===== src/sv/brf_pkg.sv =====
// Shared types and constants for the byte ring FIFO with overflow discard.
// No dependencies; brf_step, the top level and the checker use this package.
package brf_pkg;

    // Ring size in bytes and cap on the bytes returned by one read request.
    localparam int DEPTH    = 1024;
    localparam int MAX_READ = 64;

    // Fixed field widths of the transfers.
    localparam int LEN_W    = 10;
    localparam int BYTE_W   = 8;
    localparam int UNREAD_W = 11;

    // Widths derived from the ring size.
    localparam int PTR_W  = (DEPTH > 1) ? $clog2(DEPTH) : 1;
    localparam int CNT_W  = PTR_W + 1;
    localparam int RD_W   = $clog2(MAX_READ + 1);
    localparam int WIDE_W = ((CNT_W > LEN_W) ? CNT_W : LEN_W) + 1;

    localparam logic [CNT_W-1:0] DEPTH_C = CNT_W'(DEPTH);
    localparam logic [CNT_W-1:0] HALF_C  = CNT_W'(DEPTH / 2);

    // Request type codes.
    localparam logic REQ_PUSH = 1'b0;
    localparam logic REQ_READ = 1'b1;

    typedef struct packed {
        logic              req_type;
        logic [BYTE_W-1:0] push_byte;
        logic              chunk_start;
        logic [LEN_W-1:0]  length;
    } req_t;

    typedef struct packed {
        logic [BYTE_W-1:0]   out_byte;
        logic                last;
        logic                empty_res;
        logic [UNREAD_W-1:0] unread_after;
    } res_t;

    // Operands of the shared pointer/count step unit.
    typedef struct packed {
        logic [PTR_W-1:0] ptr;
        logic [CNT_W-1:0] cnt;
        logic [CNT_W-1:0] amount;
        logic             sub;
    } step_req_t;

    typedef struct packed {
        logic [PTR_W-1:0] ptr;
        logic [CNT_W-1:0] cnt;
    } step_rsp_t;

endpackage


===== src/sv/brf_step.sv =====
// Shared step unit: advance a ring pointer modulo DEPTH and add to or
// subtract from the unread count. Depends on brf_pkg.
module brf_step (
    input  brf_pkg::step_req_t req,
    output brf_pkg::step_rsp_t rsp
);

    logic [brf_pkg::CNT_W-1:0] sum;
    logic [brf_pkg::CNT_W-1:0] wrapped;

    // Pointer is below DEPTH and amount at most DEPTH: one compare and subtract wraps it.
    assign sum     = brf_pkg::CNT_W'(req.ptr) + req.amount;
    assign wrapped = (sum >= brf_pkg::DEPTH_C) ? (sum - brf_pkg::DEPTH_C) : sum;
    assign rsp.ptr = wrapped[brf_pkg::PTR_W-1:0];
    assign rsp.cnt = req.sub ? (req.cnt - req.amount) : (req.cnt + req.amount);

endmodule


===== config.mk =====
export PLATFORM = sky130hd
export DESIGN_NAME = brf_step
export DESIGN_NICKNAME = d
export VERILOG_FILES = /design/src/sv/brf_pkg.sv /design/src/sv/brf_step.sv
export SDC_FILE = /design/constraint.sdc
export NUM_CORES = 1
export LEC_CHECK = 0
export ABC_AREA = 1
export BUFFER_PORTS_ARGS = -buffer_cell sky130_fd_sc_hd__clkbuf_2
export CAP_MARGIN = 20
export CORE_ASPECT_RATIO = 1.5
export CORE_MARGIN = 5
export CORE_UTILIZATION = 55
export DETAILED_ROUTE_END_ITERATION = 7
export GPL_TIMING_DRIVEN = 0
export PLACE_DENSITY = 0.9
export REMOVE_ABC_BUFFERS = 1
export SKIP_LAST_GASP = 1
export SYNTH_ARGS = -nofsm -noshare
export SYNTH_HDL_FRONTEND = slang
export SYNTH_SLANG_ARGS = --single-unit

===== constraint.sdc =====
create_clock -name vclk -period 7.1
set_input_delay 1.065 -clock vclk [all_inputs]
set_output_delay 1.065 -clock vclk [all_outputs]
set_load 0.01 [all_outputs]

# Word level (Yosys, flattened, before mapping)
# Index checks and enable logic that the tools add are counted.
# classes
n_mux	2
addsub	4
magnitude_cmp	1
# ops
operator	count
$add 10x11->11	1
$add 11x11->11	1
$ge 11x11->1 const B	1
$mux 11	1
$sub 11x11->11	1
$mux 10	1
$sub 10x1->10 const B	1
# word_totals
inputBits	33
output_inout_bits	21
word_cells	7
register_bits	0

# Longest topological paths before layout
# depth
ltp_word	3
ltp_mapped	15
depth_no_buf	15

# Least setup slack after synthesis
# OpenSTA, ideal clock, no wires.
# synth_path
path_kind	input -> output
from	in req[2] (netlist name)
to	out rsp[10] (netlist name)
arrival_ns	2.690
t_required_ns	6.035
setup_slack_ns	3.345
n_path_buf	0
cell_stages	14
cell_sequence	inv_1 > ha_1 > nand3_1 > o21ai_1 > xor2_1 > inv_1 > ha_1 > nand2_1 > inv_1 > a21oi_1 > nand3_2 > inv_2 > nand2_1 > nand2_1
# synth_rtl
element	line_no	rtl
start, declared	brf_step.sv:4	input brf_pkg::step_req_t req,
end, declared	brf_step.sv:5	output brf_pkg::step_rsp_t rsp

==> impl_summary.txt <==
----------------------------------------------------
[Status]
  Run status ... finished clean

[Die]
  Die span in y ... 69.0 um
  Initial standard-cell utilization of the core ... 57.2%
  Horizontal extent of the die ... between 40 and 50 um
  Core Box Area ... roughly 2200 sq um
  Number of rows created at floorplan ... 21
  Die Footprint ... ~3400 sq um
  Number of ports placed on the die boundary ... 54

[Placed design]
  Placed Area ... 1580 sq um
  Count of port buffers added during placement ... 54
  HPWL Detailed ... between 2 and 3 mm
  Global placer's final weighted congestion ... ~0.8

[Global routing]
  Wire length of the first global-routing pass ... around 5.3 mm
  Met2 Resource Use GR ... between 30% and 40%
  Global-route usage over all layers ... between 10% and 20%
  Met1 Usage GRT ... 17.9%
  Busiest grt layer ... met2
  Via count of the first global-routing pass ... ~1400
  Maximum number of pins on one net before global-route repair ... 10
  Met3 track demand over resource in global routing ... less than 1%
  Antenna violations before repair ... 0
  GRT Residual Overflow ... 0

[Synthesis]
  Leading area contributor after synthesis ... nand2_1
  Portion of synthesized cell area occupied by the leading cell type ... 21.2%
  Commonest cells in the synthesized netlist ... nand2_1 (72), inv_1 (37), nand3_1 (23)
  Share of synthesized area occupied by flip-flops and latches ... 0%
  Synthesized instance count ... roughly 230
  Count of warnings emitted by yosys ... 0
  Mean Syn Cell Area ... 5.68 sq um
  Number of distinct standard cells referenced by the synthesized netlist ... 23
  Leading post-synthesis cells by cell area ... nand2_1 (21%), ha_1 (21%), inv_1 (11%), xor2_1 (10%), nand3_1 (9.0%)
  Synthesized area ... between 1000 and 1500 sq um
  Most frequent cell after synthesis ... nand2_1

[Pwr]
  Lkg Pwr ... 1.03 nW
  Maximum vdd ir drop ... approximately 0.054 mV
  Power density cells ... approximately 110 nW/um^2
  Post-route total power ... 170 uW

[Worst setup path]
  Element type at the critical path end ... output port
  CP Max Fanout ... 6
  Path type of the worst setup path ... in2out
  Arrival time reported for the critical path endpoint ... about 3.1 ns
  Nature of the critical path startpoint ... primary input
  CP required ... 6.03 ns

[Timing]
  Shortest period the worst path allows ... approximately 4.1 ns
  Max-Slew Margin vs Limit ... slightly below 80%
  Final period utilization ... about three fifths
  Maximum frequency from static timing analysis ... between 200 and 250 MHz
  Slew Viols, Final ... 0
  Setup-failing EPs final ... 0
  Hold slack final ... approximately 2.4 ns
  Setup_tns ... 0 ns
  Tightest Pin Transition ... 0.335 ns
  Hold violation count in the final report ... 0
  Unrepaired setup endpoints after global routing ... false

[Route]
  Average wire length per cell after detail routing ... approximately 10 um
  Initial DRT Pass Iterations ... 4
  Vias post-DR ... 1523
  Post-detailed-route via-to-cell ratio ... just over 5
  Count of routing violations after the opening detailed-route iteration ... 10
  Post-DRT Antenna Nets ... 0
  DRT Wirelength ... 3.02 mm
  Number of DRC violations after detailed routing ... 0

[Clocking]
  Hold-fix buffer count after cts ... 0
  Number of setup buffers added after CTS ... 0
  Quantity of gates resized following cts ... 0

[Cells and area]
  Number of fillers in the final layout ... about 230
  Layout cells sized above 1 ... between 20% and 30%
  Area of all placed cells without fillers ... about 1600 sq um
  Core occupancy in the finished layout ... around 71%
  Number of diodes ... 0
  Area Growth Syn to Fin ... 23.4%
  Sequential cell area ... 0 sq um
  Count of sequential standard cells ... 0
  Layout clock buffer count ... 0
  Area used by multi-input combinational logic ... ~1100 sq um
  Post-layout net count ... between 300 and 400

[Run]
  Number of max-cap violations ... 0

[Min path]
  Hold WC Path Type ... in2out

----------------------------------------------------
-- power by group --
group | total, mW | leakage [nW] | internal (mW) | switching [mW]
Clock | 0 | 0 | 0 | 0
Sequential | 0 | 0 | 0 | 0
Combinational | 0.170 | 1.03 | 0.0703 | 0.0993
-- metal layers --
metal / vias to the layer above / wire length (um)
li1: 826 / -
met1: 660 / 1170
met2: 37 / 1690
met3: 0 / 156
met4: 0 / 0
met5: - / 0
-- kinds of logic after synthesis --
logic type,after synthesis,share of synthesized area [%]
buf+inv,40,11.8
xor+xnor,19,13.0
fa+ha+maj,23,23.7
compound gates,19,9.01
simple gates,124,42.5
-- final timing paths --
check	startpoint	to	slack, ns	cells after the start
setup / recovery	req[2]	rsp[9]	2.95	13
hold / removal	req[23]	rsp[11]	2.43	3
-- cell usage in the layout (no fill, tap or decap) --
cell	Yosys	final
nor2_2	3	3
nand2_2	1	1
fa_1	2	2
a21o_1	3	3
inv_1	37	37
nand3_1	23	23
xnor2_1	4	4
nor2_1	15	15
o21ai_0	2	2
nand2_1	72	72
clkbuf_2	0	54
xor2_1	15	15
nand4_1	5	5
clkinv_1	1	1
a21o_2	1	1
ha_1	21	21
o21bai_1	1	1
a21oi_2	1	1
nand3b_1	2	2
inv_2	2	2
a21oi_1	9	9
o21ai_1	1	1
a21boi_0	1	1
nand3_2	3	3
-- through the flow --
stage          cells  worst slack, ns
2_1_floorplan    225             3.34
3_3_place_gp     302             2.98
3_5_place_dp     302             2.94
4_1_cts          302             2.94
5_1_grt          302             2.72
6_report         302             2.95
-- layout make-up --
class | count | share of cell area (%)
inverter | 40 | 9.52
multi-input combinational | 185 | 71.5
timing repair buffer | 54 | 17.1
tap | 23 | 1.83
-- worst max-delay path: stages --
cell and delay (ns):
clkbuf_2 0.09, inv_1 0.17, ha_1 0.19, nand3_1 0.12
o21ai_0 0.20, xor2_1 0.20, ha_1 0.34, a21o_2 0.26
a21oi_2 0.14, nand3_1 0.08, nand2_1 0.06, nand2_1 0.04
clkbuf_2 0.12
Note: power is estimated with default switching activity, not from simulation.
